==> src/hdl/utf8_stream_validator_core_assert.svh <==
// Assertion macros for the UTF-8 stream validator.
`ifndef UTF8_STREAM_VALIDATOR_CORE_ASSERT_SVH
`define UTF8_STREAM_VALIDATOR_CORE_ASSERT_SVH

// Check that the consequent holds in the same cycle as the antecedent.
`define USV_ASSERT_SAME(label, ante, cons, msg) \
  label: assert property (@(posedge clk) disable iff (rst) (ante) |-> (cons)) else $error(msg);

// Check that the consequent holds in the cycle after the antecedent.
`define USV_ASSERT_NEXT(label, ante, cons, msg) \
  label: assert property (@(posedge clk) disable iff (rst) (ante) |=> (cons)) else $error(msg);

`endif

==> src/hdl/usv_pkg.sv <==
// Shared types and constants for the UTF-8 stream validator.
package usv_pkg;

  localparam int unsigned CfgAddrWidth = 3;
  localparam int unsigned CfgDataWidth = 32;

  localparam logic [CfgAddrWidth-1:0] RegAsciiOnly = 3'd0;

  localparam logic [7:0] Lead2Lo  = 8'hC2;
  localparam logic [7:0] Lead2Hi  = 8'hDF;
  localparam logic [7:0] Lead3Lo  = 8'hE0;
  localparam logic [7:0] Lead3Hi  = 8'hEF;
  localparam logic [7:0] Lead4Lo  = 8'hF0;
  localparam logic [7:0] Lead4Hi  = 8'hF4;
  localparam logic [1:0] ContTag  = 2'b10;
  localparam logic [7:0] AsciiLim = 8'h80;

  localparam logic [20:0] CpMax    = 21'h10FFFF;
  localparam logic [20:0] SurrLo   = 21'h00D800;
  localparam logic [20:0] SurrHi   = 21'h00DFFF;
  localparam logic [20:0] CpMinLen1 = 21'd128;
  localparam logic [20:0] CpMinLen2 = 21'd2048;
  localparam logic [20:0] CpMinLen3 = 21'd65536;

  localparam logic [1:0] SeqLen1 = 2'd1;
  localparam logic [1:0] SeqLen2 = 2'd2;
  localparam logic [1:0] SeqLen3 = 2'd3;

  typedef struct packed {
    logic [1:0]  bytes_pending;
    logic [20:0] code_point;
    logic [1:0]  sequence_length;
    logic        error_seen;
  } usv_state_t;

endpackage

==> src/hdl/usv_if.sv <==
// Stream interfaces for the text byte input and the verdict output.
interface usv_in_if;
  logic       valid;
  logic       ready;
  logic [7:0] text_byte;
  logic       last_byte;

  modport source (output valid, output text_byte, output last_byte, input ready);
  modport sink (input valid, input text_byte, input last_byte, output ready);
endinterface

interface usv_out_if;
  logic valid;
  logic ready;
  logic string_valid;

  modport source (output valid, output string_valid, input ready);
  modport sink (input valid, input string_valid, output ready);
endinterface

==> src/hdl/usv_decode.sv <==
// Per-byte UTF-8 decode step: next string state and verdict for one byte.
module usv_decode (
  input  usv_pkg::usv_state_t st,
  input  logic [7:0]          text_byte,
  input  logic                last_byte,
  input  logic                ascii_only,
  output usv_pkg::usv_state_t st_next,
  output logic                string_valid
);
  import usv_pkg::*;

  usv_state_t  step;
  logic [20:0] cp_acc;
  logic [1:0]  pend_dec;
  logic [20:0] cp_min;

  assign cp_acc   = {st.code_point[14:0], text_byte[5:0]};
  assign pend_dec = st.bytes_pending - 2'd1;

  always_comb begin
    unique case (st.sequence_length)
      SeqLen1: cp_min = CpMinLen1;
      SeqLen2: cp_min = CpMinLen2;
      default: cp_min = CpMinLen3;
    endcase
  end

  always_comb begin
    step = st;
    if (st.error_seen) begin
      step = st;
    end else if (text_byte == 8'h00) begin
      step.error_seen = 1'b1;
    end else if (st.bytes_pending != 2'd0) begin
      if (text_byte[7:6] != ContTag) begin
        step.error_seen = 1'b1;
      end else if (pend_dec != 2'd0) begin
        step.code_point    = cp_acc;
        step.bytes_pending = pend_dec;
      end else begin
        step.bytes_pending   = 2'd0;
        step.code_point      = '0;
        step.sequence_length = 2'd0;
        if (cp_acc < cp_min || cp_acc > CpMax || (cp_acc >= SurrLo && cp_acc <= SurrHi)) begin
          step.error_seen = 1'b1;
        end
      end
    end else if (text_byte < AsciiLim) begin
      step = st;
    end else if (ascii_only) begin
      step.error_seen = 1'b1;
    end else if (text_byte >= Lead2Lo && text_byte <= Lead2Hi) begin
      step.sequence_length = SeqLen1;
      step.bytes_pending   = SeqLen1;
      step.code_point      = {16'd0, text_byte[4:0]};
    end else if (text_byte >= Lead3Lo && text_byte <= Lead3Hi) begin
      step.sequence_length = SeqLen2;
      step.bytes_pending   = SeqLen2;
      step.code_point      = {17'd0, text_byte[3:0]};
    end else if (text_byte >= Lead4Lo && text_byte <= Lead4Hi) begin
      step.sequence_length = SeqLen3;
      step.bytes_pending   = SeqLen3;
      step.code_point      = {18'd0, text_byte[2:0]};
    end else begin
      step.error_seen = 1'b1;
    end
  end

  always_comb begin
    string_valid = !(step.error_seen || step.bytes_pending != 2'd0);
    if (last_byte) begin
      st_next = '0;
    end else begin
      st_next = step;
    end
  end

endmodule

==> src/hdl/utf8_stream_validator_core.sv <==
// Top level of the UTF-8 stream validator: input stage, decode, verdict register, APB port.
//
//   channel   | dir | payload                  | word
//   text      | in  | text_byte[7:0], last_byte| one byte of the string
//   verdict   | out | string_valid             | one per string, on its last byte
//   apb       | in  | paddr[2:0], pwdata[31:0] | ascii_only at addresses 0 to 3
//
// One byte is taken every cycle unless stalled; the last byte's verdict is registered.
// The input stage stalls only when it holds a last byte while the verdict register
// still holds an untaken verdict.
// rst clears the string state, the stage valid bits and ascii_only.
module utf8_stream_validator_core (
  input  logic                               clk,
  input  logic                               rst,
  usv_in_if.sink                             text,
  usv_out_if.source                          verdict,
  input  logic                               psel,
  input  logic                               penable,
  input  logic                               pwrite,
  input  logic [usv_pkg::CfgAddrWidth-1:0]   paddr,
  input  logic [usv_pkg::CfgDataWidth-1:0]   pwdata,
  output logic [usv_pkg::CfgDataWidth-1:0]   prdata,
  output logic                               pready
);
  import usv_pkg::*;

  logic       ascii_only;
  logic       s1_valid;
  logic [7:0] s1_byte;
  logic       s1_last;
  logic       s1_advance;
  logic       out_valid;
  logic       out_string_valid;
  logic       dec_valid;
  usv_state_t st;
  usv_state_t st_next;

  assign pready = 1'b1;
  assign prdata = (paddr[CfgAddrWidth-1] == RegAsciiOnly[CfgAddrWidth-1]) ?
                  {{(CfgDataWidth-1){1'b0}}, ascii_only} : '0;

  always_ff @(posedge clk) begin
    if (rst) begin
      ascii_only <= 1'b0;
    end else if (psel && penable && pwrite && pready &&
                 paddr[CfgAddrWidth-1] == RegAsciiOnly[CfgAddrWidth-1]) begin
      ascii_only <= pwdata[0];
    end
  end

  assign s1_advance = s1_valid && (!s1_last || !out_valid || verdict.ready);
  assign text.ready = !s1_valid || s1_advance;

  always_ff @(posedge clk) begin
    if (rst) begin
      s1_valid <= 1'b0;
    end else if (text.ready) begin
      s1_valid <= text.valid;
    end
  end

  always_ff @(posedge clk) begin
    if (text.ready && text.valid) begin
      s1_byte <= text.text_byte;
      s1_last <= text.last_byte;
    end
  end

  usv_decode u_decode (
    .st           (st),
    .text_byte    (s1_byte),
    .last_byte    (s1_last),
    .ascii_only   (ascii_only),
    .st_next      (st_next),
    .string_valid (dec_valid)
  );

  always_ff @(posedge clk) begin
    if (rst) begin
      st <= '0;
    end else if (s1_advance) begin
      st <= st_next;
    end
  end

  always_ff @(posedge clk) begin
    if (rst) begin
      out_valid <= 1'b0;
    end else if (s1_advance && s1_last) begin
      out_valid <= 1'b1;
    end else if (verdict.ready) begin
      out_valid <= 1'b0;
    end
  end

  always_ff @(posedge clk) begin
    if (s1_advance && s1_last) begin
      out_string_valid <= dec_valid;
    end
  end

  assign verdict.valid        = out_valid;
  assign verdict.string_valid = out_string_valid;

  `include "utf8_stream_validator_core_assert.svh"

  `USV_ASSERT_NEXT(a_verdict_loaded, s1_advance && s1_last, out_valid, "verdict not loaded")
  `USV_ASSERT_NEXT(a_state_cleared, s1_advance && s1_last, st == '0, "state not cleared")
  `USV_ASSERT_SAME(a_pending_bound, 1'b1, st.bytes_pending <= st.sequence_length, "pending beyond length")
  `USV_ASSERT_SAME(a_stall_cause, !text.ready, s1_valid && s1_last && out_valid && !verdict.ready, "unexpected stall")

endmodule

==> src/flat_wrapper.sv <==
// flat-port wrapper written by rule: the top's interface ports become plain ports
module utf8_stream_validator_core_flat import usv_pkg::*;
  (clk, rst, psel, penable, pwrite, paddr, pwdata, prdata, pready, text_valid, text_text_byte, text_last_byte, text_ready, verdict_valid, verdict_string_valid, verdict_ready);
  usv_in_if text_i ();
  usv_out_if verdict_i ();
  input  logic clk;
  input  logic rst;
  input  logic psel;
  input  logic penable;
  input  logic pwrite;
  input  logic [usv_pkg::CfgAddrWidth-1:0] paddr;
  input  logic [usv_pkg::CfgDataWidth-1:0] pwdata;
  output logic [usv_pkg::CfgDataWidth-1:0] prdata;
  output logic pready;
  input wire logic [$bits(text_i.valid)-1:0] text_valid;
  input wire logic [$bits(text_i.text_byte)-1:0] text_text_byte;
  input wire logic [$bits(text_i.last_byte)-1:0] text_last_byte;
  output wire logic [$bits(text_i.ready)-1:0] text_ready;
  output wire logic [$bits(verdict_i.valid)-1:0] verdict_valid;
  output wire logic [$bits(verdict_i.string_valid)-1:0] verdict_string_valid;
  input wire logic [$bits(verdict_i.ready)-1:0] verdict_ready;
  assign text_i.valid = text_valid;
  assign text_i.text_byte = text_text_byte;
  assign text_i.last_byte = text_last_byte;
  assign text_ready = text_i.ready;
  assign verdict_valid = verdict_i.valid;
  assign verdict_string_valid = verdict_i.string_valid;
  assign verdict_i.ready = verdict_ready;
  utf8_stream_validator_core u_core (.clk(clk), .rst(rst), .text(text_i), .verdict(verdict_i), .psel(psel), .penable(penable), .pwrite(pwrite), .paddr(paddr), .pwdata(pwdata), .prdata(prdata), .pready(pready));
endmodule
==> config.mk <==
export PLATFORM = sky130hd
export DESIGN_NAME = utf8_stream_validator_core_flat
export DESIGN_NICKNAME = d
export VERILOG_FILES = /design/src/hdl/usv_pkg.sv /design/src/hdl/usv_if.sv /design/src/hdl/usv_decode.sv /design/src/hdl/utf8_stream_validator_core.sv /design/src/flat_wrapper.sv
export VERILOG_INCLUDE_DIRS = /design/src /design/src/hdl
export SDC_FILE = /design/constraint.sdc
export NUM_CORES = 1
export LEC_CHECK = 0
export BUFFER_PORTS_ARGS = -buffer_cell sky130_fd_sc_hd__buf_2
export CORE_UTILIZATION = 45
export CTS_BUF_LIST = sky130_fd_sc_hd__clkbuf_8
export DETAILED_ROUTE_END_ITERATION = 12
export HOLD_SLACK_MARGIN = 0.15
export PLACE_DENSITY = 0.75
export SLEW_MARGIN = 20
export SYNTH_ARGS = -nofsm -noshare
export SYNTH_HDL_FRONTEND = slang
export SYNTH_SLANG_ARGS = --single-unit
==> constraint.sdc <==
create_clock -name clk -period 2.3 [get_ports clk]
set_input_delay 0.23 -clock clk [delete_from_list [all_inputs] [get_ports clk]]
set_output_delay 0.23 -clock clk [all_outputs]
set_load 0.1 [all_outputs]
# After elaboration in Yosys (flattened, before gate mapping)

Index checks and enable logic that the tools add are counted.
Widths: inputs -> output; s select.

Register bits: 33
Output and inout bits: 36
Word-level logic and storage cells: 83

Add/sub/neg operators: 1
Magnitude comparators: 11
Equal/unequal tests: 9
Mux-type cells: 23
Bitwise operators: 1
Reduce and logical (&&, ||, !) cells: 28

Operators with widths:

| cell                 | count |
|---|---|
| $mux 25              | 6 |
| $mux 26              | 4 |
| $pmux 17 s2          | 1 |
| $ge 8x8->1 const B   | 3 |
| $le 8x8->1 const B   | 3 |
| $mux 23              | 1 |
| $ge 21x16->1 const B | 1 |
| $gt 21x21->1 const B | 1 |
| $le 21x16->1 const B | 1 |
| $lt 21x17->1         | 1 |
| $logic_and 1x1->1    | 10 |
| $mux 1               | 10 |
| $ne 3x2->1 const B   | 3 |
| $logic_not 8->1      | 1 |
| $lt 8x8->1 const B   | 1 |
| $reduce_and 8->1     | 1 |
| $reduce_bool 2->1    | 4 |
| $reduce_and 7->1     | 1 |
| $logic_or 1x1->1     | 6 |
| $reduce_bool 5->1    | 1 |
| $logic_not 1->1      | 4 |
| $ne 2x1->1 const B   | 2 |
| $mux 3               | 1 |
| $ne 3x3->1 const B   | 1 |
| 5 further kinds      | 5 |

# Logic depth before layout (Yosys ltp)

Depth in word-level cells: 14
Mapped depth: 9
Gate-level depth less buffers: 9

# Cells and area by module

From an unflattened synthesis, not the netlist that was laid out.

Cells, all modules: 314
Area, all modules: 2850.2 µm²

Modules (own cells, without submodules):

| module                     | times used | cells each | area each (µm²) | sequential area each (µm²) |
|---|---|---|---|---|
| utf8_stream_validator_core | 1          | 173        | 1878.1          | 880.8 |
| usv_decode                 | 1          | 141        | 972.2           | 0.0 |

# Least setup slack after synthesis

No wires, ideal clock.

Path type: reg2reg
From: register u_core.out_valid (netlist: u_core.verdict.valid)
To: register u_core.s1_valid
Library setup time: 91 ps
Arrival time: 2452 ps
Path slack: -243 ps
Stages on the path, launching flop included: 4
Buffers on the path: 0
Path through: dfxtp_1 -> nor2b_1 -> nand3_1 -> a21oi_1

Word-level cells in the longest chain between the ends: 5

Ends and longest elaborated chain:

| item                          | line                             | source |
|---|---|---|
| start, declared               | utf8_stream_validator_core.sv:32 | `logic out_valid;` |
| start signal, assigned        | utf8_stream_validator_core.sv:88 | `out_valid <= 1'b0;` |
| start signal, assigned        | utf8_stream_validator_core.sv:90 | `out_valid <= 1'b1;` |
| start signal, assigned        | utf8_stream_validator_core.sv:92 | `out_valid <= 1'b0;` |
| $logic_not 1->1               | utf8_stream_validator_core.sv:51 | `assign s1_advance = s1_valid && (!s1_last \|\| !out_valid \|\| verdict.ready);` |
| $logic_or 1x1->1 (2 in a row) | utf8_stream_validator_core.sv:51 |  |
| $logic_and 1x1->1             | utf8_stream_validator_core.sv:51 |  |
| $logic_or 1x1->1              | utf8_stream_validator_core.sv:52 | `assign text.ready = !s1_valid \|\| s1_advance;` |
| via text_ready                | flat_wrapper.sv:18               | `output wire logic [$bits(text_i.ready)-1:0] text_ready;` |
| end signal, assigned          | utf8_stream_validator_core.sv:58 | `s1_valid <= text.valid;` |
| end, declared                 | utf8_stream_validator_core.sv:28 | `logic s1_valid;` |

The timed path passes the listed nets, and every way through them passes these cells.
A chain may end at the register's enable or synchronous reset.

# Worst setup path after layout

From: register u_core.s1_byte[7]
To: register u_core.out_string_valid (netlist: u_core.verdict.string_valid), data pin

Word-level cells in the longest chain between the ends: 13
Elaborated cells between the ends (all ways): 30
Classes of those cells: 7 x order compare; 1 x eq/ne; 15 x mux; 7 x reduce/logical

Ends and longest elaborated chain:

| item                                            | line                             | source |
|---|---|---|
| start, declared                                 | utf8_stream_validator_core.sv:29 | `logic [7:0] s1_byte;` |
| start signal, assigned                          | utf8_stream_validator_core.sv:64 | `s1_byte <= text.text_byte;` |
| $ge 8x8->1 / $le 8x8->1 (equally long branches) | usv_decode.sv:60                 | `end else if (text_byte >= Lead4Lo && text_byte <= Lead4Hi) begin` |
| $logic_and 1x1->1                               | usv_decode.sv:60                 |  |
| $mux 25                                         | usv_decode.sv:60                 |  |
| $mux 25                                         | usv_decode.sv:56                 | `end else if (text_byte >= Lead3Lo && text_byte <= Lead3Hi) begin` |
| $mux 25                                         | usv_decode.sv:52                 | `end else if (text_byte >= Lead2Lo && text_byte <= Lead2Hi) begin` |
| $mux 25                                         | usv_decode.sv:50                 | `end else if (ascii_only) begin` |
| $mux 26                                         | usv_decode.sv:48                 | `end else if (text_byte < AsciiLim) begin` |
| $mux 26                                         | usv_decode.sv:34                 | `end else if (st.bytes_pending != 2'd0) begin` |
| $mux 25                                         | usv_decode.sv:32                 | `end else if (text_byte == 8'h00) begin` |
| $mux 26 *                                       | usv_decode.sv:30                 | `if (st.error_seen) begin` |
| $reduce_bool 2->1                               | usv_decode.sv:70                 | `string_valid = !(step.error_seen \|\| step.bytes_pending != 2'd0);` |
| $logic_or 1x1->1 *                              | usv_decode.sv:70                 |  |
| $logic_not 1->1 *                               | usv_decode.sv:70                 |  |
| via u_core.dec_valid                            | utf8_stream_validator_core.sv:34 | `logic dec_valid;` |
| end signal, assigned                            | utf8_stream_validator_core.sv:98 | `out_string_valid <= dec_valid;` |
| end, declared                                   | utf8_stream_validator_core.sv:33 | `logic out_string_valid;` |

The timed path passes the listed nets; every way through them passes the cells marked *. The select of a mux whose other input is x is not followed.

==> out/qor.yml <==
run_status:
  status: "finished with violations"
  violations: "DRC"
clock_tree:
  cts_tree: "done"
  cts_resized: 0
  htree_levels: 2
  cts_buffer_depth: 2
  cts_root_buffer: "clkbuf_8"
  clock_latency_ps: 290
  clock_sinks: 33
  cts_setup_buffers: 0
  cts_buffers: 5
  clk_pin_slew_ps: 70
  holdBufCountCts: 9
synth:
  synth.ff_latch_count: 33
  ys_types: 59
  yosysWarnings: 0
  seq_area_frac_synth_pct: 35.6
  synthCells: 231
  async_flop_share_pct: 0
  yosysTopAreaCellShare_pct: 21.5
  synth_edf_count: 10
  synth_area_um2: 2140
  ys.flop_type: "dfxtp_1"
  yosys.area.top_type: "dfxtp_1"
  synth_area_leaders: "dfxtp_1 22%, edfxtp_1 14%, buf_4 12%, ha_1 3.5%, nand2_1 3.3%"
  syn_area_per_cell_um2: 9.26
global_routing:
  grt_max_degree: 17
  grt_use_total_pct: 18.8
  grt_first_pass_wirelength_um: 7260
  grt_pass1_vias: 1632
  gr-total-overflow: 0
  antenna_found_initial: 0
drt:
  drt_iter0_drc: 81
  drtAntennaViolNets: 0
  avgViaCountPerCell: 5.60
  wirelength_um: 4360
  vias: 1781
  drc: 14
  first_pass_iters: 8
  wire_per_inst_um: 13.7
hold_path:
  min_path_type: "input port to register"
floorplanning:
  dieArea_um2: 5030
  num_io_pins: 87
  initial_core_util_pct: 47.8
  dieWidth_um: 71.0
  rows: 24
  die_h_um: 71.0
  core_um2: 4470
placed_design:
  gp_congestion: 0.909
  portBuffers: 21
  dpl.hpwl_um: 3160
critical_path:
  cp-start-kind: "register"
  cp_top_family: "compound AO/OA/AOI/OAI gates"
  crit_chain: "nor4_2 > a21oi_2 > o311ai_0 > or3_1 > a211oi_2"
  crit_type: "register to register"
  cpMaxStageDelayCell: "edfxtp_1"
  worst-path-buf-inv: 0
  crit_fanout: 10
  cp.required_ps: 2430
  slowest_delay_ps: 570
  cp.arrival_ps: 2220
  worstSetupEndpointType: "register"
timing:
  fin_crit_sh_pct: 90.9
  clock_skew_ps: 7.09
  whs_ps: 179
  finalSetupViolations: 0
  worst_slew_pin_slew_ps: 880
  drv_slew: 0
  rsz0062_at_grt: "no"
  finalHoldViolCount: 0
  max_freq_mhz: 478
  timing.setup.tns_ps: 0
  min_period_ps: 2090
  slew_headroom_pct: 41.0
final_layout:
  layout_common_cells: "32 x conb_1, 22 x dfxtp_1, 21 x buf_2"
  fin_nets: 322
  num_antenna_cells: 0
  final_common_cell: "conb_1"
  final_util_pct: 52.9
  area_delta_synth_final_pct: 10.5
  drive_above_1_share_pct: 21.4
power:
  vdd_drop_max_mv: 0.430
  powerDensity_nw_per_um2: 622
  p_total_mw: 1.47
  leakagePower_nw: 0.961
flow_run:
  maxCapViolCount: 0
[tightest hold or removal path: cells and delay by family]
family / cells / cell delay [ps]
AND/OR/NAND/NOR: 1 / 80
buffers and inverters: 1 / 70
multiplexers: 1 / 50
[cells in the mapped netlist, types with 2 or more instances]
cell / instances
a32o_1: 4
clkbuf_1: 3
nor4_1: 2
a21oi_1: 9
conb_1: 2
inv_1: 9
a31o_1: 7
nand2b_1: 2
nor2b_1: 5
nor3_1: 14
nor2_1: 7
nand2_1: 19
o31ai_1: 3
o211ai_1: 3
buf_6: 2
nand4_1: 4
nor4b_1: 2
o21ai_0: 9
o21bai_1: 3
nor4_4: 2
buf_4: 34
ha_1: 6
or4_1: 2
a31o_2: 3
dfxtp_1: 23
nand3_1: 7
edfxtp_1: 10
or3_1: 3
buf_2: 2
[cell families (layout without fill, tap and decap cells)]
kind of cell | Yosys count | in the layout | share of synthesized area, %
buffers and inverters | 51 | 56 | 16.3
other | 2 | 32 | 0.351
and+or+nand+nor | 78 | 78 | 21.8
DFF | 33 | 33 | 35.6
AOI/OAI and AO/OA | 60 | 60 | 22.0
adders and majority gates | 6 | 6 | 3.51
muxes | 1 | 1 | 0.468
[power by group]
part           switching (mW)  total [mW]  internal [mW]
sequential             0.0209       0.636          0.616
clock                   0.211       0.451          0.239
combinational           0.319       0.383         0.0642
[sequential cells by signal, summed over array words and instances, names as in the netlist]
register	cells
u_core.st	20
u_core.s1_byte	8
u_core.s1_valid	1
u_core.verdict.string_valid	1
u_core.verdict.valid	1
u_core.s1_last	1
u_core.ascii_only	1
[per-layer routing]
layer  wire (um)  up-vias  track usage [%]  part of all wire, %
li1            -      867                -                    -
met1        1960      835             23.4                   45
met2        2110       73             32.3                   48
met3         236        6             3.85                  5.4
met4          46        0             6.67                  1.1
met5           0        -                0                    0
[final timing paths]
kind | start | to | slack, ps | cells past startpoint
hold / removal | pwdata[0] | u_core.ascii_only$_SDFFE_PP0P_ | 180 | 3
hold reg to reg | u_core.st[2]$_SDFFE_PP0P_ | u_core.st[2]$_SDFFE_PP0P_ | 490 | 2
setup reg to reg | u_core.s1_byte[7]$_DFFE_PP_ | u_core.verdict.string_valid$_DFFE_PP_ | 210 | 5
setup / recovery | u_core.s1_byte[7]$_DFFE_PP_ | u_core.verdict.string_valid$_DFFE_PP_ | 210 | 5
[through the flow]
stage / setup WS [ps] / instances / area (um2)
global route: 45.2 / 318 / 2360
finish: 210 / 318 / 2360
CTS: 177 / 318 / 2360
global placement: 273 / 301 / 2180
detailed placement: 220 / 301 / 2180
floorplan: 257 / 261 / 2260
[layout make-up]
type	count	area [um2]
fill	441	2110
multi-input combinational	177	1150
sequential	33	762
timing repair buffer	39	263
clock buffer	6	82.6
tap	52	65.1
inverter	9	33.8
clock inverter	2	10.0
(Power assumes the default switching activity.)
